**config.mk**
```make
export PLATFORM = sky130hd
export DESIGN_NAME = xtea_cell
export DESIGN_NICKNAME = d
export VERILOG_FILES = /design/src/rtl/assert_macros.svh /design/src/rtl/xtea_pkg.sv /design/src/rtl/xtea_cell.sv
export SDC_FILE = /design/constraint.sdc
export NUM_CORES = 1
export LEC_CHECK = 0
export BUFFER_PORTS_ARGS = -buffer_cell sky130_fd_sc_hd__buf_4
export CAP_MARGIN = 30
export CORE_UTILIZATION = 48
export CTS_CLUSTER_DIAMETER = 120
export DETAILED_ROUTE_END_ITERATION = 16
export PLACE_DENSITY = 0.79
export SLEW_MARGIN = 0
export SYNTH_ARGS = -nofsm -noshare
export SYNTH_HDL_FRONTEND = slang
export SYNTH_SLANG_ARGS = --single-unit
```
**constraint.sdc**
```tcl
create_clock -name clock -period 6.7 [get_ports clock]
set_input_delay 0.335 -clock clock [delete_from_list [all_inputs] [get_ports clock]]
set_output_delay 0.335 -clock clock [all_outputs]
set_load 0.02 [all_outputs]
```
**src/rtl/assert_macros.svh**
```systemverilog
// assertion helpers used by the rtl
`ifndef ASSERT_MACROS_SVH
`define ASSERT_MACROS_SVH

// plain concurrent check, disabled while reset is high
`define ASSERT_AT(label, clk, rst, prop, msg) \
   label: assert property (@(posedge clk) disable iff (rst) (prop)) else $error(msg);

// cause in one cycle, effect in the next
`define ASSERT_NEXT(label, clk, rst, cause, effect, msg) \
   label: assert property (@(posedge clk) disable iff (rst) (cause) |=> (effect)) \
      else $error(msg);

`endif

```
**src/rtl/xtea_pkg.sv**
```systemverilog
package xtea_pkg;

   localparam int unsigned NUM_CYCLES = 32;
   localparam int unsigned NUM_CELLS  = 2 * NUM_CYCLES;
   localparam logic [31:0] DELTA      = 32'h9E37_79B9;

   localparam int unsigned CSR_ADDR_W = 4;
   localparam logic [1:0] REG_KEY_ZERO  = 2'd0;
   localparam logic [1:0] REG_KEY_ONE   = 2'd1;
   localparam logic [1:0] REG_KEY_TWO   = 2'd2;
   localparam logic [1:0] REG_KEY_THREE = 2'd3;

   localparam logic MODE_ENCRYPT = 1'b0;
   localparam logic MODE_DECRYPT = 1'b1;

   typedef logic [3:0][31:0] key_type;

   typedef struct packed {
      logic        mode;
      logic [31:0] v0;
      logic [31:0] v1;
   } item_type;

   // per-cell round constants
   typedef struct packed {
      logic        odd;
      logic [31:0] enc_sum;
      logic [31:0] dec_sum;
   } stage_type;

   function automatic logic [31:0] mix_word(input logic [31:0] w);
      return ((w << 4) ^ (w >> 5)) + w;
   endfunction

   // even cells are the first half of a cycle, odd cells the second
   function automatic stage_type stage_const(input int unsigned idx);
      stage_type   s;
      int unsigned r;
      logic [63:0] enc_k;
      logic [63:0] dec_k;
      r = idx >> 1;
      s.odd = idx[0];
      if (idx[0]) begin
         enc_k = 64'(r + 1);
         dec_k = 64'(NUM_CYCLES - r - 1);
      end else begin
         enc_k = 64'(r);
         dec_k = 64'(NUM_CYCLES - r);
      end
      s.enc_sum = 32'(enc_k * 64'(DELTA));
      s.dec_sum = 32'(dec_k * 64'(DELTA));
      return s;
   endfunction

endpackage

```
**src/rtl/xtea_cell.sv**
```systemverilog
module xtea_cell import xtea_pkg::*; (
   input  logic      clock,
   input  logic      reset,
   input  logic      advance,
   input  stage_type stage,
   input  key_type   key,
   input  logic      valid_up,
   input  item_type  item_up,
   output logic      valid_dn,
   output item_type  item_dn
);

   logic        valid_ff;
   item_type    item_ff;
   item_type    item_in;
   logic        decrypt;
   logic        upd_v0;
   logic [31:0] sum;
   logic [1:0]  key_idx;
   logic [31:0] mixed;
   logic [31:0] src;
   logic [31:0] dst;
   logic [31:0] res;

   assign decrypt = (item_up.mode == MODE_DECRYPT);
   assign sum     = decrypt ? stage.dec_sum : stage.enc_sum;
   // decryption runs the half-rounds in reverse order
   assign upd_v0  = decrypt ? stage.odd : !stage.odd;
   assign key_idx = upd_v0 ? sum[1:0] : sum[12:11];
   assign src     = upd_v0 ? item_up.v1 : item_up.v0;
   assign dst     = upd_v0 ? item_up.v0 : item_up.v1;
   assign mixed   = mix_word(src) ^ (sum + key[key_idx]);
   assign res     = decrypt ? (dst - mixed) : (dst + mixed);

   always_comb begin
      item_in = item_up;
      if (upd_v0) begin
         item_in.v0 = res;
      end else begin
         item_in.v1 = res;
      end
   end

   always_ff @(posedge clock) begin
      if (reset) begin
         valid_ff <= 1'b0;
      end else if (advance) begin
         valid_ff <= valid_up;
      end
   end

   always_ff @(posedge clock) begin
      if (advance) begin
         item_ff <= item_in;
      end
   end

   assign valid_dn = valid_ff;
   assign item_dn  = item_ff;

endmodule

```
==> results.toml <==
[placed_design]
dp_worst_setup_slack_ns = -0.252
place_area_mm2 = 0.0146
placed_cells = 2001
place.gp.congestion = 0.930
port_buffers = 327
place_hpwl_um = 27800

[power]
leakagePower_nw = 7.18
p_sw_mw = 3.38
p_sw_share_pct = 45.2
power_density_mw_per_mm2 = 490
power_frac_clock_pct = 6.3
internal-power_mw = 4.10
pwr-share-comb_pct = 82.4
ir_drop_uv = 241
seqPwrFrac_pct = 11.3

[clocking]
root_buffer = "clkbuf_16"
cts.clk_slew.worst_paths_ns = 0.06
htreeDepth = 3
ctsHoldBuffers = 0
numCtsBuffers = 9
cts.sinks = 66
clk_latency_ns = 0.32
clock_path_buffers = 2
cts_tree = "built"

[cells_and_area]
instances_no_fill = 2023
num-nets-final = 2104
antenna_cells = 0
layout_common_cells = "buf_4 (527), nand2_1 (224), xnor2_1 (104), o21ai_0 (94)"
final_area_mm2 = 0.0153
final_common_cell = "buf_4"
fillCellCount = 1577
drive_above_1_share_pct = 39.9
area_growth_pct = 47.0

[logic_synthesis]
ys_warn_count = 0
synth.distinct_cells = 84
synthFlopType = "edfxtp_1"
ys_seq_elements = 66
synthCells = 1240
synth_area_mm2 = 0.0104
seq_area_frac_synth_pct = 19.0
syn_avg_cell_area_um2 = 8.37
synth_edf_count = 65
syn-num-nets = 1601
synthArstFlopShare_pct = 0

[sta]
timing.final.crit_share_pct = 97.0
max_slew_margin_pct = 45.2
final.setup_skew_ns = 0
fmax_mhz = 154
min_period_ns = 6.50
finalWorstSetupSlack_ns = 0.204
hold_slack_ns = 0.156
slew_violations = 0
tightest_slew_ns = 0.822
finalSetupViolations = 0
hold_viol = 0
fin_tns_setup_ns = 0

[setup_path]
crit_type = "input pin to register"
cp-end-kind = "register"
cpMostUsedCell = "buf_4"
slowest_stage = "mux4_2"
path_max_fanout = 7
critPathLaunchType = "input pin"
slowest_delay_ns = 0.59
cp.required_ns = 6.77
worstPathArrival_ns = 6.57

[hold_path]
min_path_type = "input pin to register"

[floorplanning]
die-width_um = 149
core_mm2 = 0.0211
io_pins = 328
fp.dieH_um = 149
dieArea_mm2 = 0.0222
initial_core_util_pct = 49.2
rows = 53

[grt]
antenna_found_initial = 0
grtUsageTotal_pct = 28.8
grt_max_degree = 67
grt_pass1_vias = 11100
overflow = 0
grt_pass1_wl_um = 51700

[routing]
ant_nets = 0
drtIter0Drc = 622
via_per_inst = 5.60
routed_wire_length_per_instance_um = 16.2
vias = 11300
remaining_drc_errors = 0
drt_wl_total_um = 32800
drtPass1Iterations = 5

[flow_run]
cap_violations = 0

[outcome]
status = "finished, final reports clean"
[cells in the mapped netlist (16+ instances only)]
master / n / share of area [%]
ha_1: 96 / 12
inv_1: 35 / 1.3
xnor2_1: 115 / 9.7
a21oi_1: 101 / 4.9
nand3_1: 21 / 1.0
nor2_1: 69 / 2.5
clkbuf_1: 32 / 1.2
o21a_1: 16 / 1.2
nand2_1: 227 / 8.2
mux2_2: 32 / 3.5
edfxtp_1: 65 / 19
and2_1: 16 / 0.96
mux4_2: 33 / 7.2
a21o_1: 28 / 2.0
o21ai_0: 99 / 4.8
xor2_1: 46 / 3.9
[per-layer routing]
metal	vias to the layer above	global-route usage (%)	part of all wire, %
met5	-	0	0
met4	0	6.68	1.6
met3	42	2.60	6.4
met2	513	50.7	49
met1	5247	38.1	43
li1	5531	-	-
[kinds of logic after synthesis]
| group | after synthesis | synth area share [%] |
|---|---|---|
| adder cells (fa/ha/maj) | 99 | 12.2 |
| multiplexers | 73 | 11.4 |
| AO/OA/AOI/OAI | 343 | 21.2 |
| AND/OR/NAND/NOR | 409 | 18.0 |
| flip-flops | 66 | 19.0 |
| buffers and inverters | 81 | 3.00 |
| XOR/XNOR | 169 | 15.2 |
[through the flow]
step | power (mW) | utilization [%]
finish | 7.48 | 72.4
global placement | 6.56 | 69.4
global route | 8.05 | 72.4
CTS | 7.24 | 70.8
detailed placement | 6.73 | 69.4
floorplan | 4.56 | -
[state kept, by name (all words and copies together), names as in the netlist]
| name | cells |
|---|---|
| valid_dn | 1 |
| item_dn | 65 |
[power groups by stage]
stage          sequential (mW)  combinational (mW)  clock [mW]
2_1_floorplan             1.12                3.44           0
3_3_place_gp             0.851                5.71           0
3_5_place_dp             0.854                5.87           0
4_1_cts                  0.847                5.92       0.473
5_1_grt                  0.860                6.71       0.486
6_report                 0.844                6.17       0.471
[final cells by class]
type	count	area [µm²]	share of cell area, %
clock buffers	11	243	1.59
clock inverters	5	55.1	0.361
inverters	36	135	0.885
multi-input cells	1093	8380	54.9
flip-flops and latches	66	1970	12.9
well taps	275	344	2.25
repair buffers	537	4140	27.1
[path summary, 6_finish.rpt]
check	start	to	slack [ns]	depth (start not counted)
hold / removal	reset	valid_dn	0.16	2
hold reg to reg	valid_dn	valid_dn	0.50	2
setup reg to reg	valid_dn	valid_dn	6.12	2
setup / recovery	item_up[64]	item_dn[63]	0.20	30
[worst max-delay path, delay by kind of cell]
kind	cells	cell delay [ns]
AO/OA/AOI/OAI	8	1.29
XOR/XNOR	4	0.74
adder cells (fa/ha/maj)	2	0.67
buffers and inverters	6	0.93
multiplexers	2	0.89
AND/OR/NAND/NOR	8	1.70
[what timing repair did]
| action | 4_1_cts | 5_1_grt |
|---|---|---|
| setup endpoints to repair | 0 | 15 |
| resized for setup | 0 | 52 |
| setup buffers | 0 | 5 |
Power figures use the tool's default switching activity.
