==> src/rtl/assert_macros.svh <==
// assertion helpers used by the rtl
`ifndef ASSERT_MACROS_SVH
`define ASSERT_MACROS_SVH

// plain concurrent check, disabled while reset is high
`define ASSERT_AT(label, clk, rst, prop, msg) \
   label: assert property (@(posedge clk) disable iff (rst) (prop)) else $error(msg);

// cause in one cycle, effect in the next
`define ASSERT_NEXT(label, clk, rst, cause, effect, msg) \
   label: assert property (@(posedge clk) disable iff (rst) (cause) |=> (effect)) \
      else $error(msg);

`endif

==> src/rtl/xtea_pkg.sv <==
package xtea_pkg;

   localparam int unsigned NUM_CYCLES = 32;
   localparam int unsigned NUM_CELLS  = 2 * NUM_CYCLES;
   localparam logic [31:0] DELTA      = 32'h9E37_79B9;

   localparam int unsigned CSR_ADDR_W = 4;
   localparam logic [1:0] REG_KEY_ZERO  = 2'd0;
   localparam logic [1:0] REG_KEY_ONE   = 2'd1;
   localparam logic [1:0] REG_KEY_TWO   = 2'd2;
   localparam logic [1:0] REG_KEY_THREE = 2'd3;

   localparam logic MODE_ENCRYPT = 1'b0;
   localparam logic MODE_DECRYPT = 1'b1;

   typedef logic [3:0][31:0] key_type;

   typedef struct packed {
      logic        mode;
      logic [31:0] v0;
      logic [31:0] v1;
   } item_type;

   // per-cell round constants
   typedef struct packed {
      logic        odd;
      logic [31:0] enc_sum;
      logic [31:0] dec_sum;
   } stage_type;

   function automatic logic [31:0] mix_word(input logic [31:0] w);
      return ((w << 4) ^ (w >> 5)) + w;
   endfunction

   // even cells are the first half of a cycle, odd cells the second
   function automatic stage_type stage_const(input int unsigned idx);
      stage_type   s;
      int unsigned r;
      logic [63:0] enc_k;
      logic [63:0] dec_k;
      r = idx >> 1;
      s.odd = idx[0];
      if (idx[0]) begin
         enc_k = 64'(r + 1);
         dec_k = 64'(NUM_CYCLES - r - 1);
      end else begin
         enc_k = 64'(r);
         dec_k = 64'(NUM_CYCLES - r);
      end
      s.enc_sum = 32'(enc_k * 64'(DELTA));
      s.dec_sum = 32'(dec_k * 64'(DELTA));
      return s;
   endfunction

endpackage

==> src/rtl/xtea_skid.sv <==
module xtea_skid import xtea_pkg::*; (
   input  logic     clock,
   input  logic     reset,
   input  logic     in_valid,
   input  item_type in_item,
   output logic     in_ready,
   output logic     out_valid,
   output item_type out_item,
   input  logic     out_ready
);

   logic     out_valid_ff;
   logic     out_valid_in;
   item_type out_item_ff;
   logic     spare_valid_ff;
   logic     spare_valid_in;
   item_type spare_item_ff;
   logic     push;
   logic     out_free;

   assign in_ready = !spare_valid_ff;
   assign push     = in_valid && in_ready;
   assign out_free = !out_valid_ff || out_ready;

   always_comb begin
      out_valid_in   = out_valid_ff;
      spare_valid_in = spare_valid_ff;
      if (out_free) begin
         if (spare_valid_ff) begin
            out_valid_in   = 1'b1;
            spare_valid_in = 1'b0;
         end else begin
            out_valid_in = push;
         end
      end else if (push) begin
         spare_valid_in = 1'b1;
      end
   end

   always_ff @(posedge clock) begin
      if (reset) begin
         out_valid_ff   <= 1'b0;
         spare_valid_ff <= 1'b0;
      end else begin
         out_valid_ff   <= out_valid_in;
         spare_valid_ff <= spare_valid_in;
      end
   end

   always_ff @(posedge clock) begin
      if (out_free) begin
         if (spare_valid_ff) begin
            out_item_ff <= spare_item_ff;
         end else if (push) begin
            out_item_ff <= in_item;
         end
      end else if (push) begin
         spare_item_ff <= in_item;
      end
   end

   assign out_valid = out_valid_ff;
   assign out_item  = out_item_ff;

endmodule
==> config.mk <==
export PLATFORM = sky130hd
export DESIGN_NAME = xtea_skid
export DESIGN_NICKNAME = d
export VERILOG_FILES = /design/src/rtl/assert_macros.svh /design/src/rtl/xtea_pkg.sv /design/src/rtl/xtea_skid.sv
export SDC_FILE = /design/constraint.sdc
export NUM_CORES = 1
export LEC_CHECK = 0
export BUFFER_PORTS_ARGS = -buffer_cell sky130_fd_sc_hd__buf_2
export CAP_MARGIN = 5
export CORE_ASPECT_RATIO = 1.75
export CORE_MARGIN = 1
export CORE_UTILIZATION = 46
export DETAILED_ROUTE_END_ITERATION = 10
export PLACE_DENSITY = 0.82
export SLEW_MARGIN = 20
export SYNTH_ARGS = -nofsm -noshare
export SYNTH_HDL_FRONTEND = slang
export SYNTH_SLANG_ARGS = --single-unit
export TNS_END_PERCENT = 20
==> constraint.sdc <==
create_clock -name clock -period 6.3 [get_ports clock]
set_input_delay 0.945 -clock clock [delete_from_list [all_inputs] [get_ports clock]]
set_output_delay 0.945 -clock clock [all_outputs]
set_load 0.01 [all_outputs]
==> impl_metrics.csv, run 1 <==
group,metric,value,unit
yosys,synth_area_per_cell,22.62,um2
final_layout,layout-drive-gt1-share,0.6119,
sta,fin_skew,0.008879,ns
place,gp_routability_congestion,0.7829,
yosys,yosys_warnings,0,
global_routing,overflow,0,
global_routing,first_global_vias,2467,
critical_path,category_of_the_critical_setup_timing_path,"flip-flop to output pin",
job,max_cap_violations,0,
critical_path,critical_path.endpoint_type,"output pin",
yosys,synth_area_leader_cell,"sky130_fd_sc_hd__edfxtp_1",
critical_path,worst_ep_required_time,5.35,ns
power,leakagePower,0.002297,uW
yosys,synth_cell_type_count,13,
critical_path,worst_ep_arrival_time,1.59,ns
critical_path,crit_slowest_cell,"sky130_fd_sc_hd__dfxtp_4",
route,drt-total-wl,8.518,mm
sta,highest_clock_rate,393.8,MHz
die,initial_utilization,0.4712,
route,drt_pass1_iterations,5,
die,num_rows,49,
clock_tree,ctsLongestPathBuffers,2,
yosys,cells_after_synthesis,212,
hold_path,hold_path_startpoint,"spare_item_ff[45]",
die,die_width,79.19,um
final_layout,final_common_cell,"sky130_fd_sc_hd__buf_2",
critical_path,regToRegStartpoint,"spare_valid_ff",
sta,final_period_minus_worst_setup_slack,2.539,ns
clock_tree,post_cts_resize_count,0,
route,route.detailed.wl_per_inst,17.07,um
clock_tree,number_of_buffers_added_by_the_clock_tree_synthesis_step,17,
global_routing,wire_length_of_the_first_global_routing_pass,12.39,mm
yosys,synthesis.area,4796,um2
power,vdd.ir_drop.worst,192.1,uV
route,drcViolationCount,0,
critical_path,r2r_slack,4.06,ns
yosys,synth-seq-cells,132,
global_routing,maximum_number_of_pins_on_one_net_before_global_route_repair,70,
sta,holdWs,0.5453,ns
route,detail-route-antenna-nets,0,
global_routing,antenna_found_initial,1,
die,floorplan.die_area,10850,um2
yosys,ys_top_cells_by_area,"sky130_fd_sc_hd__edfxtp_1 (81%), sky130_fd_sc_hd__mux2_2 (14%), sky130_fd_sc_hd__mux2_4 (1.9%), sky130_fd_sc_hd__dfxtp_1 (0.83%), sky130_fd_sc_hd__buf_6 (0.70%)",
clock_tree,clk-insertion-delay-late,0.40,ns
critical_path,worstPathCellList,"inv_1 > buf_2",
die,floorplan.core_area,10180,um2
place,dp_hpwl,5.536,mm
sta,final.setup.tns,0,ns
sta,rsz_0062_raised_after_global_routing,"no",
place,portBuffers,135,
route,dr.first_iter.drc_count,130,
route,route.vias.total,2450,
clock_tree,cts_sinks,132,
sta,timing_max_transition_violations_final,0,
clock_tree,clkSlewWorstSetupHoldPaths,0.05,ns
clock_tree,cts.hold.buffers_added,0,
critical_path,critical_path.max_fanout,69,
sta,hold_viol_final,0,
yosys,synth_top_cell_area_share,0.8140,
global_routing,global_route.usage.total,0.1619,
die,io_pins,136,
yosys,syn-num-nets,281,
power,cellPowerDensity,325.8,nW/um2
sta,setup_viol,0,
sta,timing.max_slew.rel_slack,0.3669,
hold_path,class_of_the_most_critical_hold_timing_path,"flip-flop to flip-flop",
hold_path,min_delay_path_depth,1,
final_layout,layout_common_cells,"sky130_fd_sc_hd__buf_2 (135), sky130_fd_sc_hd__edfxtp_1 (130), sky130_fd_sc_hd__mux2_2 (59)",
critical_path,count_of_cells_along_the_worst_register_to_register_path,1,
clock_tree,root_driver,"sky130_fd_sc_hd__clkbuf_16",
sta,post-route-period-util,0.4031,
yosys,synth_seq_area_share,0.8223,
critical_path,crit_path_max_incr_delay,0.94,ns
clock_tree,cts_setup_buffers,0,
die,die-height,137.1,um
outcome,run_status,"completed",
final_layout,finalNetCount,429,
sta,max_slew.worst_pin.slew,0.9496,ns
critical_path,startpoint_class_of_the_critical_path,"flip-flop",
final_layout,layout-area-overhead-vs-synth,27.55,%
hold_path,worstHoldEndpoint,"out_item[45]",
route,via_density_per_instance,4.910,
clock_tree,tritoncts,"yes",
critical_path,worstReg2RegEnd,"out_item[24]",
clock_tree,h-tree-depth,4,
-- synthesized netlist by cell type --
| cell type | number |
|---|---|
| sky130_fd_sc_hd__nand2b_1 | 1 |
| sky130_fd_sc_hd__buf_6 | 3 |
| sky130_fd_sc_hd__mux2_4 | 6 |
| sky130_fd_sc_hd__inv_1 | 1 |
| sky130_fd_sc_hd__nor2_1 | 1 |
| sky130_fd_sc_hd__dfxtp_1 | 2 |
| sky130_fd_sc_hd__edfxtp_1 | 130 |
| sky130_fd_sc_hd__buf_2 | 5 |
| sky130_fd_sc_hd__o21a_1 | 1 |
| sky130_fd_sc_hd__nor3b_1 | 1 |
| sky130_fd_sc_hd__nor3_1 | 1 |
| sky130_fd_sc_hd__mux2_2 | 59 |
| sky130_fd_sc_hd__a21oi_1 | 1 |
-- where the power goes --
group / switching [uW] / total (uW) / internal [uW]
Combinational: 61.9 / 119 / 57.1
Clock: 317 / 845 / 528
Sequential: 14.3 / 1030 / 1020
Total: 393 / 1990 / 1600
-- through the flow --
step	instances	worst slack [ns]	total power [uW]	area (um2)	utilization
finish	499	3.761	1993	6117	0.6011
floorplan	212	2.113	1102	4801	-
CTS	498	3.678	2014	6115	0.6008
global route	499	3.573	2054	6117	0.6011
detailed placement	468	3.825	1167	5609	0.5511
global placement	468	3.894	1162	5609	0.5511
-- layout make-up --
cell class	instances	area, um2
Antenna cell	1	2.502
Clock buffer	21	440.4
Clock inverter	9	65.06
Fill cell	813	4060
Inverter	1	3.754
Multi-Input combinational cell	71	808.3
Sequential cell	132	3948
Tap cell	127	158.9
Timing Repair Buffer	137	690.7
-- registers in the layout, indices dropped and copies added (netlist names) --
name / flops
out_item: 65
spare_item_ff: 65
out_valid: 1
spare_valid_ff: 1
-- critical path: cells and delay by family (launching register included) --
kind	cells	cell delay (ns)
buf+inv	2	0.25
flops	1	0.94
-- worst max path at each step --
stage / from / endpoint / slack [ns] / depth (start not counted)
floorplan: out_ready / spare_item_ff[0] / 2.11 / 2
global placement: out_ready / out_item[36] / 3.89 / 3
detailed placement: out_ready / out_item[16] / 3.82 / 3
CTS: spare_valid_ff / in_ready / 3.68 / 2
global route: spare_valid_ff / in_ready / 3.57 / 2
finish: spare_valid_ff / in_ready / 3.76 / 2
-- cell families (layout without fill, tap and decap cells) --
group / count (synthesis) / in the layout / synth area share
simple gates: 4 / 4 / 0.004696
buf+inv: 9 / 168 / 0.01304
flops: 132 / 132 / 0.8223
compound gates: 2 / 2 / 0.002609
mux: 65 / 65 / 0.1573
other cells: 0 / 1 / 0
-- metal layers --
layer / track usage / vias to the layer above / part of all wire
met5: 0 / - / 0
met4: 0.1152 / 0 / 0.037
met3: 0.05000 / 22 / 0.047
met1: 0.1810 / 1181 / 0.38
met2: 0.2601 / 102 / 0.53
li1: - / 1145 / -
No activity file was read; power rests on OpenSTA's default activity.
==> run 2, diff against run 1 <==
==> constraint.sdc (replaced) <==
create_clock -name clock -period 2.3 [get_ports clock]
set_input_delay 0.345 -clock clock [delete_from_list [all_inputs] [get_ports clock]]
set_output_delay 0.345 -clock clock [all_outputs]
set_load 0.01 [all_outputs]
==> impl_metrics.csv, run 2 (synthesis results as in run 1) <==
group,metric,value,unit
sta,final_period_minus_worst_setup_slack,2.022,ns
final_layout,finalNetCount,432,
clock_tree,cts.hold.buffers_added,0,
route,drt_pass1_iterations,6,
clock_tree,post_cts_resize_count,0,
final_layout,layout-drive-gt1-share,0.6330,
sta,hold_viol_final,0,
die,io_pins,136,
final_layout,layout_common_cells,"sky130_fd_sc_hd__buf_2 (135), sky130_fd_sc_hd__edfxtp_1 (130), sky130_fd_sc_hd__mux2_2 (59)",
place,dp_hpwl,5.847,mm
clock_tree,clkSlewWorstSetupHoldPaths,0.05,ns
die,die_width,79.19,um
power,switchingPower,1140,uW
final_layout,core_util_final,0.6116,
clock_tree,clk-insertion-delay-late,0.41,ns
global_routing,maximum_number_of_pins_on_one_net_before_global_route_repair,66,
critical_path,count_of_cells_along_the_worst_register_to_register_path,2,
route,route.detailed.wl_per_inst,17.55,um
power,cellPowerDensity,910.8,nW/um2
final_layout,layout-area-overhead-vs-synth,29.79,%
critical_path,r2r_slack,0.54,ns
final_layout,final_non_filler_cells,504,
sta,setup_viol,0,
critical_path,worstReg2RegEnd,"out_item[27]",
critical_path,path_buf_inv,3,
place,portBuffers,135,
power,p_clk_frac,0.444,
sta,max_slew.worst_pin.slew,0.6672,ns
critical_path,worst_ep_arrival_time,1.68,ns
clock_tree,root_driver,"sky130_fd_sc_hd__clkbuf_16",
route,dr.first_iter.drc_count,108,
place,gp_routability_congestion,0.7833,
global_routing,global_route.usage.total,0.1712,
clock_tree,ctsLongestPathBuffers,2,
route,detail-route-antenna-nets,0,
power,power.internal,4529,uW
power,vdd.ir_drop.worst,565.4,uV
sta,post-route-period-util,0.8792,
final_layout,register_area,3948,um2
critical_path,crit_slowest_cell,"sky130_fd_sc_hd__dfxtp_4",
die,num_rows,49,
sta,fin_skew,0.007141,ns
clock_tree,h-tree-depth,4,
final_layout,fillers,788,
final_layout,final_common_cell,"sky130_fd_sc_hd__buf_2",
critical_path,crit_path_max_incr_delay,0.76,ns
critical_path,critPathTopFamily,"flip-flops",
clock_tree,cts_sinks,132,
hold_path,worstHoldEndpoint,"spare_valid_ff",
clock_tree,number_of_buffers_added_by_the_clock_tree_synthesis_step,17,
power,share_comb_of_total_power,0.060,
global_routing,antenna_found_initial,1,
hold_path,class_of_the_most_critical_hold_timing_path,"input pin to flip-flop",
clock_tree,cts_setup_buffers,0,
die,initial_utilization,0.4712,
global_routing,overflow,0,
sta,highest_clock_rate,494.5,MHz
critical_path,regToRegStartpoint,"spare_valid_ff",
route,route.vias.total,2521,
critical_path,worst_ep_required_time,1.96,ns
hold_path,hold_path_startpoint,"reset",
power,leakagePower,0.002344,uW
power,power.switching_fraction,0.2011,
sta,holdWs,0.09913,ns
global_routing,first_global_vias,2523,
route,via_density_per_instance,5.002,
place,placed_cells_incl_taps,471,
final_layout,multi_input_area,808.3,um2
critical_path,worstPathCellList,"buf_4 > inv_1 > buf_2",
global_routing,wire_length_of_the_first_global_routing_pass,12.98,mm
clock_tree,tritoncts,"yes",
critical_path,startpoint_class_of_the_critical_path,"flip-flop",
critical_path,critical_path.endpoint_type,"output pin",
power,seqPwrFrac,0.497,
job,max_cap_violations,0,
sta,timing.max_slew.rel_slack,0.5552,
sta,timing_max_transition_violations_final,0,
route,drcViolationCount,0,
route,drt-total-wl,8.843,mm
die,floorplan.die_area,10850,um2
outcome,run_status,"completed",
critical_path,category_of_the_critical_setup_timing_path,"flip-flop to output pin",
die,floorplan.core_area,10180,um2
critical_path,critical_path.max_fanout,46,
sta,rsz_0062_raised_after_global_routing,"no",
hold_path,min_delay_path_depth,2,
die,die-height,137.1,um
-- run 2: changes by cell type in the layout (fill, tap and decap cells not counted), sizes merged --
cell,previous run,this run
buf,137,140
clkbuf,21,23
clkinv,8,5
clkinvlp,0,3
-- run 2: area by class of cell --
| cell class | instances | share of cell area |
|---|---|---|
| antenna | 1 | 0.0004020 |
| clock buffer | 23 | 0.07839 |
| clock inverter | 9 | 0.01246 |
| inverter | 1 | 0.0006030 |
| multi-input combinational | 71 | 0.1298 |
| sequential | 132 | 0.6342 |
| tap | 127 | 0.02553 |
| timing repair buffer | 140 | 0.1186 |
-- run 2: metal layers --
| layer | global-route usage | share of wire | wire length [um] | up-vias |
|---|---|---|---|---|
| li1 | - | - | - | 1151 |
| met5 | 0 | 0 | 0 | - |
| met2 | 0.2763 | 0.54 | 4756 | 98 |
| met3 | 0.06600 | 0.058 | 512 | 22 |
| met4 | 0.1030 | 0.034 | 301 | 0 |
| met1 | 0.1895 | 0.37 | 3272 | 1250 |
-- run 2: how the worst max path moves through the flow --
stage	start	end	slack, ns	cells past startpoint
6_report	spare_valid_ff	in_ready	0.28	3
5_1_grt	spare_valid_ff	in_ready	0.16	3
4_1_cts	spare_valid_ff	in_ready	0.23	3
3_5_place_dp	spare_valid_ff	out_item[29]	0.53	2
3_3_place_gp	spare_valid_ff	out_item[28]	0.58	2
2_1_floorplan	spare_valid_ff	spare_item_ff[0]	-0.49	4
-- run 2: power by group through the flow --
stage | clock network, uW | logic (uW) | registers [uW]
after floorplan | 0 | 119 | 2900
after global placement | 0 | 329 | 2860
after detailed placement | 0 | 342 | 2860
after CTS | 2550 | 344 | 2820
after global routing | 2660 | 367 | 2820
final | 2520 | 339 | 2820
-- run 2: per-stage QoR --
stage,cell area [um2],worst slack [ns],setup TNS [ns],power (uW)
CTS,6222,0.2298,0,5712
floorplan,4811,-0.4858,-53.35,3019
global placement,5657,0.5842,0,3190
detailed placement,5657,0.5273,0,3206
global route,6225,0.1644,0,5851
finish,6225,0.2778,0,5670
