## config.mk

```make
export PLATFORM = sky130hd
export DESIGN_NAME = xtea_csr
export DESIGN_NICKNAME = d
export VERILOG_FILES = /design/src/rtl/assert_macros.svh /design/src/rtl/xtea_pkg.sv /design/src/rtl/xtea_csr.sv
export SDC_FILE = /design/constraint.sdc
export NUM_CORES = 1
export LEC_CHECK = 0
export BUFFER_PORTS_ARGS = -buffer_cell sky130_fd_sc_hd__buf_4
export CORE_MARGIN = 8
export CORE_UTILIZATION = 45
export DETAILED_ROUTE_END_ITERATION = 8
export MAX_ROUTING_LAYER = met4
export PLACE_DENSITY = 0.76
export SLEW_MARGIN = 0
export SYNTH_ARGS = -nofsm -noshare
export SYNTH_HDL_FRONTEND = slang
export SYNTH_SLANG_ARGS = --single-unit
```

## constraint.sdc

```tcl
create_clock -name clock -period 0.9 [get_ports clock]
set_input_delay 0 -clock clock [delete_from_list [all_inputs] [get_ports clock]]
set_output_delay 0 -clock clock [all_outputs]
set_load 0.05 [all_outputs]
```

## src/rtl/assert_macros.svh

```systemverilog
// assertion helpers used by the rtl
`ifndef ASSERT_MACROS_SVH
`define ASSERT_MACROS_SVH

// plain concurrent check, disabled while reset is high
`define ASSERT_AT(label, clk, rst, prop, msg) \
   label: assert property (@(posedge clk) disable iff (rst) (prop)) else $error(msg);

// cause in one cycle, effect in the next
`define ASSERT_NEXT(label, clk, rst, cause, effect, msg) \
   label: assert property (@(posedge clk) disable iff (rst) (cause) |=> (effect)) \
      else $error(msg);

`endif

```

## src/rtl/xtea_pkg.sv

```systemverilog
package xtea_pkg;

   localparam int unsigned NUM_CYCLES = 32;
   localparam int unsigned NUM_CELLS  = 2 * NUM_CYCLES;
   localparam logic [31:0] DELTA      = 32'h9E37_79B9;

   localparam int unsigned CSR_ADDR_W = 4;
   localparam logic [1:0] REG_KEY_ZERO  = 2'd0;
   localparam logic [1:0] REG_KEY_ONE   = 2'd1;
   localparam logic [1:0] REG_KEY_TWO   = 2'd2;
   localparam logic [1:0] REG_KEY_THREE = 2'd3;

   localparam logic MODE_ENCRYPT = 1'b0;
   localparam logic MODE_DECRYPT = 1'b1;

   typedef logic [3:0][31:0] key_type;

   typedef struct packed {
      logic        mode;
      logic [31:0] v0;
      logic [31:0] v1;
   } item_type;

   // per-cell round constants
   typedef struct packed {
      logic        odd;
      logic [31:0] enc_sum;
      logic [31:0] dec_sum;
   } stage_type;

   function automatic logic [31:0] mix_word(input logic [31:0] w);
      return ((w << 4) ^ (w >> 5)) + w;
   endfunction

   // even cells are the first half of a cycle, odd cells the second
   function automatic stage_type stage_const(input int unsigned idx);
      stage_type   s;
      int unsigned r;
      logic [63:0] enc_k;
      logic [63:0] dec_k;
      r = idx >> 1;
      s.odd = idx[0];
      if (idx[0]) begin
         enc_k = 64'(r + 1);
         dec_k = 64'(NUM_CYCLES - r - 1);
      end else begin
         enc_k = 64'(r);
         dec_k = 64'(NUM_CYCLES - r);
      end
      s.enc_sum = 32'(enc_k * 64'(DELTA));
      s.dec_sum = 32'(dec_k * 64'(DELTA));
      return s;
   endfunction

endpackage

```

## src/rtl/xtea_csr.sv

```systemverilog
module xtea_csr import xtea_pkg::*; (
   input  logic                  clock,
   input  logic                  reset,
   input  logic                  csr_psel,
   input  logic                  csr_penable,
   input  logic                  csr_pwrite,
   input  logic [CSR_ADDR_W-1:0] csr_paddr,
   input  logic [31:0]           csr_pwdata,
   output logic [31:0]           csr_prdata,
   output logic                  csr_pready,
   output key_type               key
);

   key_type    key_ff;
   key_type    key_in;
   logic [1:0] reg_idx;
   logic       wr_en;

   assign reg_idx    = csr_paddr[3:2];
   assign wr_en      = csr_psel && csr_penable && csr_pwrite;
   assign csr_pready = 1'b1;
   assign key        = key_ff;

   always_comb begin
      key_in = key_ff;
      if (wr_en) begin
         unique case (reg_idx)
            REG_KEY_ZERO:  key_in[0] = csr_pwdata;
            REG_KEY_ONE:   key_in[1] = csr_pwdata;
            REG_KEY_TWO:   key_in[2] = csr_pwdata;
            REG_KEY_THREE: key_in[3] = csr_pwdata;
            default:       key_in = key_ff;
         endcase
      end
   end

   always_comb begin
      unique case (reg_idx)
         REG_KEY_ZERO:  csr_prdata = key_ff[0];
         REG_KEY_ONE:   csr_prdata = key_ff[1];
         REG_KEY_TWO:   csr_prdata = key_ff[2];
         REG_KEY_THREE: csr_prdata = key_ff[3];
         default:       csr_prdata = 32'd0;
      endcase
   end

   always_ff @(posedge clock) begin
      if (reset) begin
         key_ff <= '0;
      end else begin
         key_ff <= key_in;
      end
   end

endmodule

```

==> results of run 1 <==
critical path, stage by stage, from the launching register on:
cell	delay, ns
dfxtp_4	0.35
mux4_2	0.53
buf_6	0.19
layout make-up:
class / instances / share of cell area (%)
timing repair buffer: 435 / 43.2
clock inverter: 7 / 0.278
tap: 176 / 1.81
clock buffer: 25 / 4.16
multi-input combinational: 329 / 26.2
sequential: 128 / 24.4
kinds of logic after synthesis:
group	after synthesis
muxes	160
DFF	128
other	1
buffers and inverters	39
and+or+nand+nor	168
cell usage in the layout, fill, tap and decap left out, drive strengths merged:
master	n
clkinv	7
clkbuf	25
mux4	32
and3	1
conb	1
mux2i	128
dlygate4sd3	32
nand3b	2
dfxtp	128
nor3b	1
or3	1
nand3	2
buf	403
nor3	1
nand2b	160
per-stage QoR:
| stage | power [W] | util, % |
|---|---|---|
| 2_1_floorplan | 0.00658 | - |
| 3_3_place_gp | 0.00717 | 69.9 |
| 3_5_place_dp | 0.00720 | 69.9 |
| 4_1_cts | 0.0137 | 89.3 |
| 5_1_grt | 0.0145 | 93.3 |
| 6_report | 0.0141 | 93.3 |
power breakdown:
part / switching (W) / internal, W / leakage, nW / total [W]
clock: 0.00265 / 0.00385 / 0.274 / 0.00650
sequential: 0.0000651 / 0.00550 / 1.13 / 0.00556
combinational: 0.00105 / 0.00102 / 4.23 / 0.00207
total: 0.00376 / 0.0104 / 5.63 / 0.0141
timing repair:
| item | in CTS | in global routing |
|---|---|---|
| setup endpoints to repair | 160 | 163 |
| hold buffers | 32 | 0 |
| endpoints found under the hold margin | 127 | 0 |
| resized for setup | 417 | 114 |
| gates cloned | 0 | 0 |
| pin swaps | 0 | 0 |
| setup buffers | 20 | 115 |
per-layer routing:
| metal | vias to the layer above | global-route usage (%) | wire, µm |
|---|---|---|---|
| met5 | - | - | 0 |
| met3 | 139 | 7.39 | 1910 |
| met1 | 3094 | 30.2 | 11200 |
| met4 | 0 | 18.1 | 1660 |
| met2 | 390 | 55.7 | 15500 |
| li1 | 2552 | - | - |
how the worst max path moves through the flow:
| stage | endpoint | from | cells past startpoint |
|---|---|---|---|
| 6_report | csr_prdata[23] | key[119] | 2 |
| 4_1_cts | csr_prdata[29] | key[125] | 2 |
| 5_1_grt | csr_prdata[23] | key[119] | 2 |
| 3_3_place_gp | csr_prdata[5] | csr_paddr[2] | 4 |
| 3_5_place_dp | key[8] | csr_paddr[2] | 5 |
| 2_1_floorplan | csr_prdata[0] | key[96] | 1 |
==> impl_metrics.json, run 1 <==
{
  "final_area_mm2": 0.0122,
  "netlist.area_leader.share_pct": 43.4,
  "dp_hpwl_mm": 13.7,
  "status": "complete, but fails checks",
  "vias_per_cell": 5.61,
  "drc_errors": 0,
  "syn_area_mm2": 0.00590,
  "io_pins": 202,
  "h-tree-depth": 4,
  "nFillCells": 379,
  "fin_skew_ns": 0,
  "largest_register_ffs": 128,
  "r2r-start": "key[40]",
  "yosysSeqAreaShare_pct": 43.4,
  "violations": "negative setup slack",
  "fp.dieW_um": 131,
  "crit_path_start_kind": "flop",
  "gp_congestion": 0.803,
  "grt-ovfl-total": 0,
  "synth_xor_area_share_pct": 0,
  "initial_core_util_pct": 45.3,
  "synthAdderAreaFrac_pct": 0,
  "ir_worst_vdd_v": 0.00141,
  "ys_ff_latch": 128,
  "antenna_found_initial": 0,
  "whs_path_depth": 4,
  "rsz0062_at_grt": "true",
  "synth_cell_types": 16,
  "ys_top_cells_by_count": "nand2b_1 (160), dfxtp_1 (128), mux2i_1 (128), mux4_2 (32), clkbuf_1 (16)",
  "tns_ns": -34.11,
  "synth_most_common_cell": "nand2b_1",
  "slew_violations": 0,
  "die_y_um": 131,
  "async_flop_share_pct": 0,
  "num-nets-final": 952,
  "reg2reg_to": "key[40]",
  "cts_root_buffer": "clkbuf_16",
  "n_antenna_cell": 0,
  "reg2reg_depth": 4,
  "synth-edff-count": 0,
  "max_freq_ghz": 0.669,
  "grt_max_degree": 58,
  "synthSimpleGateAreaFrac_pct": 18.2,
  "drv_cap": 0,
  "placed_cell_area_mm2": 0.00911,
  "grt_usage_pct": 31.1,
  "synth-compound-area-share_pct": 0,
  "postSynthAreaPerCell_um2": 11.9,
  "drt-initial-drc-count": 590,
  "final_cells": 1100,
  "period_needed_ns": 1.50,
  "port_buffers": 198,
  "pre_cts_ws_ns": -0.237,
  "worst_slack_ns": -0.596,
  "seq_area_mm2": 0.00296,
  "cts_tree": "yes",
  "grt_pass1_wl_mm": 37.6,
  "hold_end": "key[59]",
  "synth_cells": 496,
  "clk_transition_reported_paths_ns": 0.06,
  "whs_ns": 0.142,
  "routed_wl_mm": 30.3,
  "clockBufferDepth": 2,
  "drtPass1Iterations": 5,
  "placedCellCount": 982,
  "areaGrowthSynthToFinish_pct": 106,
  "reg2reg_slack_ns": -0.05,
  "cts_made_buffers": 17,
  "period_share_pct": 166,
  "antenna_left": 0,
  "leakagePower_nw": 5.63,
  "yosysTopAreaCell": "dfxtp_1",
  "synth_top_family_by_area": "multiplexers",
  "worstHoldStart": "csr_paddr[3]",
  "dr_total_vias": 6175,
  "synthFlopType": "dfxtp_1",
  "finalHoldViolations": 0,
  "wire_per_inst_um": 27.5,
  "crit_type": "flop to output pin",
  "clk_latency_ns": 0.42,
  "finalSetupViolations": 177,
  "end_kind": "output pin",
  "cts.sink_count": 128,
  "synth_fp_nets": 537,
  "die_area_mm2": 0.0170,
  "min_path_type": "primary input to flop",
  "cp_max_fo": 2,
  "coreArea_mm2": 0.0130,
  "crit_required_ns": 0.90,
  "synthMuxAreaShare_pct": 33.9,
  "cellPowerDensity_mw_per_mm2": 1160,
  "drive_above_1_share_pct": 65.9,
  "yosys_warnings": 0,
  "grt_pass1_vias": 6422,
  "multi_input_area_mm2": 0.00318,
  "rows": 42,
  "synth.area.top_cells": "dfxtp_1 (43%), mux2i_1 (22%), nand2b_1 (17%)",
  "arrival_ns": 1.50
}
Note: power is estimated with default switching activity, not from simulation.
==> run 2: changes to the inputs <==
--- a/config.mk
+++ b/config.mk
@@ -6,11 +6,14 @@
 export NUM_CORES = 1
 export LEC_CHECK = 0
 export BUFFER_PORTS_ARGS = -buffer_cell sky130_fd_sc_hd__buf_4
+export CELL_PAD_IN_SITES_DETAIL_PLACEMENT = 1
+export CELL_PAD_IN_SITES_GLOBAL_PLACEMENT = 1
 export CORE_MARGIN = 8
-export CORE_UTILIZATION = 45
+export CORE_UTILIZATION = 35
 export DETAILED_ROUTE_END_ITERATION = 8
 export MAX_ROUTING_LAYER = met4
-export PLACE_DENSITY = 0.76
+export PLACE_DENSITY_LB_ADDON = 0.1
+export SETUP_SLACK_MARGIN = 0.02
 export SLEW_MARGIN = 0
 export SYNTH_ARGS = -nofsm -noshare
 export SYNTH_HDL_FRONTEND = slang
==> impl_metrics.json, run 2 (synthesis gave the netlist of run 1 again) <==
{
  "status": "complete, but fails checks",
  "violations": "negative setup slack",
  "leakagePower_nw": 5.66,
  "slew_violations": 0,
  "whs_path_depth": 3,
  "setup.worst_path.start": "key[102]",
  "initial_core_util_pct": 35.7,
  "fp.dieW_um": 146,
  "crit_path_start_kind": "flop",
  "hold_end": "key[67]",
  "drc_errors": 0,
  "rsz0062_at_grt": "true",
  "period_needed_ns": 1.51,
  "finalSetupViolations": 175,
  "max_freq_ghz": 0.661,
  "crit_required_ns": 0.90,
  "cp_max_fo": 2,
  "areaGrowthSynthToFinish_pct": 107,
  "crit_chain": "mux4_2 -> buf_8",
  "coreArea_mm2": 0.0165,
  "worstHoldStart": "reset",
  "dp_hpwl_mm": 15.7,
  "vias_per_cell": 5.13,
  "worst_slack_ns": -0.612,
  "cts_tree": "yes",
  "clk_latency_ns": 0.42,
  "ir_worst_vdd_v": 0.00114,
  "fin_skew_ns": 0,
  "h-tree-depth": 4,
  "layout_common_cells": "buf_6 (161), nand2b_1 (148), mux2i_1 (127), buf_8 (106), buf_4 (100)",
  "drt-initial-drc-count": 253,
  "antenna_left": 0,
  "gp_congestion": 0.814,
  "drtPass1Iterations": 4,
  "final_area_mm2": 0.0122,
  "dr_total_vias": 5890,
  "drive_above_1_share_pct": 65.6,
  "die_y_um": 146,
  "grt_max_degree": 45,
  "grt_usage_pct": 25.6,
  "clk_transition_reported_paths_ns": 0.06,
  "port_buffers": 198,
  "reg2reg_depth": 5,
  "wire_per_inst_um": 28.5,
  "max_stage_delay_ns": 0.55,
  "r2r-start": "key[102]",
  "layout_commonest_cell": "buf_6",
  "clockBufferDepth": 2,
  "placed_cell_area_mm2": 0.00917,
  "cts_made_buffers": 17,
  "io_pins": 202,
  "reg2reg_slack_ns": -0.15,
  "num-nets-final": 955,
  "crit_type": "flop to output pin",
  "grt-ovfl-total": 0,
  "period_share_pct": 168,
  "critPathSlowestCell": "mux4_2",
  "end_kind": "output pin",
  "min_path_type": "primary input to flop",
  "tns_ns": -33.88,
  "antenna_found_initial": 1,
  "cts.sink_count": 128,
  "rows": 47,
  "finalHoldViolations": 0,
  "arrival_ns": 1.51,
  "cts_root_buffer": "clkbuf_16",
  "reg2reg_to": "key[102]",
  "routed_wl_mm": 32.7,
  "largest_register_ffs": 128,
  "grt_pass1_vias": 6629,
  "cellPowerDensity_mw_per_mm2": 1140,
  "die_area_mm2": 0.0213,
  "p_total_w": 0.0139,
  "grt_pass1_wl_mm": 40.6,
  "drv_cap": 0
}
-- run 2: cell count changes in the layout (fill, tap and decap cells not counted), sizes merged --
cell / before / now
diode: 0 / 1
clkinv: 7 / 10
buf: 403 / 406
clkbuf: 25 / 22
-- run 2: power by group --
group | leakage, nW | total, W | internal (W) | switching [W]
Clock | 0.255 | 0.00626 | 0.00359 | 0.00267
Combinational | 4.28 | 0.00208 | 0.00102 | 0.00106
Sequential | 1.13 | 0.00556 | 0.00550 | 0.0000652
Total | 5.66 | 0.0139 | 0.0101 | 0.00380
-- run 2: how the worst max path moves through the flow --
stage               slack [ns]             end
global route             -0.62   csr_prdata[6]
finish                   -0.61   csr_prdata[6]
CTS                      -0.56  csr_prdata[19]
global placement         -0.27  csr_prdata[10]
detailed placement       -0.28  csr_prdata[10]
floorplan                -0.13   csr_prdata[0]
-- run 2: layout make-up --
cell class                      instances  area [µm²]
Timing Repair Buffer                  438        5260
Fill cell                            1492        4340
Multi-Input combinational cell        329        3180
Sequential cell                       128        2960
Clock buffer                           22         464
Tap cell                              220         275
Clock inverter                         10        43.8
Antenna cell                            1        2.50
-- run 2: through the flow --
stage	cells	setup slack (ns)	hold slack [ns]	utilization, %
6_report	1148	-0.612	0.0598	73.7
5_1_grt	1148	-0.623	0.0774	73.7
3_3_place_gp	1032	-0.266	0.331	55.5
4_1_cts	1111	-0.558	0.0292	70.9
2_1_floorplan	496	-0.127	0.210	-
3_5_place_dp	1032	-0.284	0.348	55.5
-- run 2: critical path: cells and delay by family, from the launching register on --
family,cells,cell delay (ns)
muxes,1,0.55
DFF,1,0.36
buffers and inverters,1,0.19
-- run 2: per-layer routing --
| layer | global-route usage (%) | routed length (µm) | vias up |
|---|---|---|---|
| met1 | 25.4 | 11800 | 3013 |
| met2 | 47.0 | 17700 | 229 |
| met5 | - | 0 | - |
| li1 | - | - | 2563 |
| met3 | 7.15 | 1630 | 85 |
| met4 | 8.95 | 1560 | 0 |
-- run 2: what timing repair did --
item / in CTS / in global routing
gates resized for setup: 425 / 109
hold endpoints to repair: 128 / 0
hold buffers: 32 / 0
gates cloned: 0 / 0
buffers inserted: 23 / 110
endpoints found under the setup margin: 160 / 167
==> run 3: changes to the inputs <==
--- a/config.mk
+++ b/config.mk
@@ -9,7 +9,7 @@
 export CELL_PAD_IN_SITES_DETAIL_PLACEMENT = 1
 export CELL_PAD_IN_SITES_GLOBAL_PLACEMENT = 1
 export CORE_MARGIN = 8
-export CORE_UTILIZATION = 35
+export CORE_UTILIZATION = 30
 export DETAILED_ROUTE_END_ITERATION = 8
 export MAX_ROUTING_LAYER = met4
 export PLACE_DENSITY_LB_ADDON = 0.1
==> impl_metrics.json, run 3 (synthesis gave the netlist of run 1 again) <==
{
  "min_path_type": "primary input to flop",
  "drtPass1Iterations": 4,
  "dr_total_vias": 5388,
  "fin_skew_ns": 0,
  "coreArea_mm2": 0.0194,
  "largest_register_ffs": 128,
  "switching_power_w": 0.00379,
  "period_needed_ns": 1.46,
  "drt-initial-drc-count": 142,
  "port_buffers": 198,
  "antenna_found_initial": 0,
  "rsz0062_at_grt": "true",
  "slew_violations": 0,
  "drc_errors": 0,
  "power_frac_comb_pct": 13.2,
  "reg2reg_to": "key[75]",
  "n_antenna_cell": 0,
  "clk_latency_ns": 0.41,
  "wire_per_inst_um": 20.0,
  "rows": 51,
  "cellPowerDensity_mw_per_mm2": 1210,
  "grt-ovfl-total": 0,
  "reg2reg_slack_ns": 0.03,
  "finalSetupViolations": 160,
  "hold_end": "key[23]",
  "cts.sink_count": 128,
  "cts_tree": "yes",
  "leakagePower_nw": 5.58,
  "max_freq_ghz": 0.684,
  "clk_transition_reported_paths_ns": 0.06,
  "die_y_um": 156,
  "crit_required_ns": 0.90,
  "crit_type": "flop to output pin",
  "whs_path_depth": 4,
  "fin_util_pct": 62.4,
  "reg2reg_depth": 4,
  "worstHoldStart": "reset",
  "p_int_w": 0.0109,
  "placedCellCount": 1080,
  "finalHoldViolations": 0,
  "gp_congestion": 0.792,
  "grt_pass1_wl_mm": 36.0,
  "ir_worst_vdd_v": 0.00116,
  "swShare_pct": 25.8,
  "num-nets-final": 948,
  "grt_usage_pct": 19.8,
  "clockBufferDepth": 2,
  "grt_pass1_vias": 6322,
  "crit_path_start_kind": "flop",
  "fp.dieW_um": 156,
  "routed_wl_mm": 23.7,
  "layout_common_cells": "nand2b_1 (157), buf_6 (157), mux2i_1 (128), buf_8 (117), buf_4 (100)",
  "antenna_left": 0,
  "h-tree-depth": 4,
  "drive_above_1_share_pct": 65.1,
  "areaGrowthSynthToFinish_pct": 105,
  "end_kind": "output pin",
  "r2r-start": "key[75]",
  "grt_max_degree": 64,
  "pwr-share-clk_pct": 49.0,
  "cp_max_fo": 2,
  "violations": "negative setup slack",
  "die_area_mm2": 0.0244,
  "drv_cap": 0,
  "cts_root_buffer": "clkbuf_16",
  "cts_made_buffers": 17,
  "p_seq_share_pct": 37.8,
  "worst_slack_ns": -0.561,
  "vias_per_cell": 4.55,
  "period_share_pct": 162,
  "io_pins": 202,
  "status": "complete, but fails checks",
  "initial_core_util_pct": 30.4,
  "final_cells": 1185,
  "arrival_ns": 1.46,
  "dp_hpwl_mm": 16.0
}
==> run 3: cell types whose count changed in the layout (fill, tap and decap cells not counted), sizes merged <==
cell	delta
clkinvlp	+3
buf	-7
clkinv	-5
clkbuf	-5
diode	-1
bufinv	+3
inv	+4
==> run 3: how the worst max path moves through the flow <==
stage | from | endpoint | slack (ns) | depth (start not counted)
global route | key[122] | csr_prdata[26] | -0.59 | 2
detailed placement | csr_pwrite | key[92] | -0.23 | 5
global placement | csr_paddr[2] | key[24] | -0.19 | 5
finish | key[122] | csr_prdata[26] | -0.56 | 2
CTS | key[122] | csr_prdata[26] | -0.57 | 2
floorplan | key[96] | csr_prdata[0] | -0.13 | 1
==> run 3: critical path, cell delays in order (launching register included) <==
cell and delay [ns]:
dfxtp_4 0.34, mux4_2 0.52, buf_8 0.18
==> run 3: layout make-up <==
type,count,area [µm²]
clock buffers,17,425
clock inverters,15,184
fillers,1878,7290
multi-input cells,329,3110
flip-flops and latches,128,2960
well taps,265,332
repair buffers,431,5100
==> run 3: metrics by stage <==
step / setup slack (ns) / power, W / setup TNS (ns) / hold WS, ns / cell area (µm²)
3_3_place_gp: -0.191 / 0.00720 / -21.98 / 0.331 / 9220
6_report: -0.561 / 0.0147 / -29.94 / 0.123 / 12100
5_1_grt: -0.594 / 0.0152 / -35.95 / 0.137 / 12100
2_1_floorplan: -0.127 / 0.00658 / -4.20 / 0.210 / 6310
4_1_cts: -0.570 / 0.0148 / -33.26 / 0.115 / 11800
3_5_place_dp: -0.228 / 0.00724 / -25.52 / 0.361 / 9220
==> run 3: per-layer routing <==
metal  part of all wire (%)  global-route usage (%)
met5                      0                       -
met4                    1.1                    4.62
met3                    4.9                    5.18
met2                     55                    36.5
met1                     39                    20.7
==> run 3: what timing repair did <==
| action | 4_1_cts | 5_1_grt |
|---|---|---|
| setup endpoints to repair | 160 | 162 |
| cloned | 0 | 0 |
| hold buffers | 32 | 0 |
| hold endpoints to repair | 127 | 0 |
| buffers inserted | 16 | 87 |
| resized for setup | 420 | 72 |
==> run 3: power groups by stage <==
stage                     sequential (W)  combinational [W]  clock, W
final                            0.00555            0.00193   0.00718
after global routing             0.00555            0.00203   0.00764
after CTS                        0.00554            0.00190   0.00735
after detailed placement         0.00566            0.00158         0
after global placement           0.00565            0.00155         0
after floorplan                  0.00593           0.000656         0
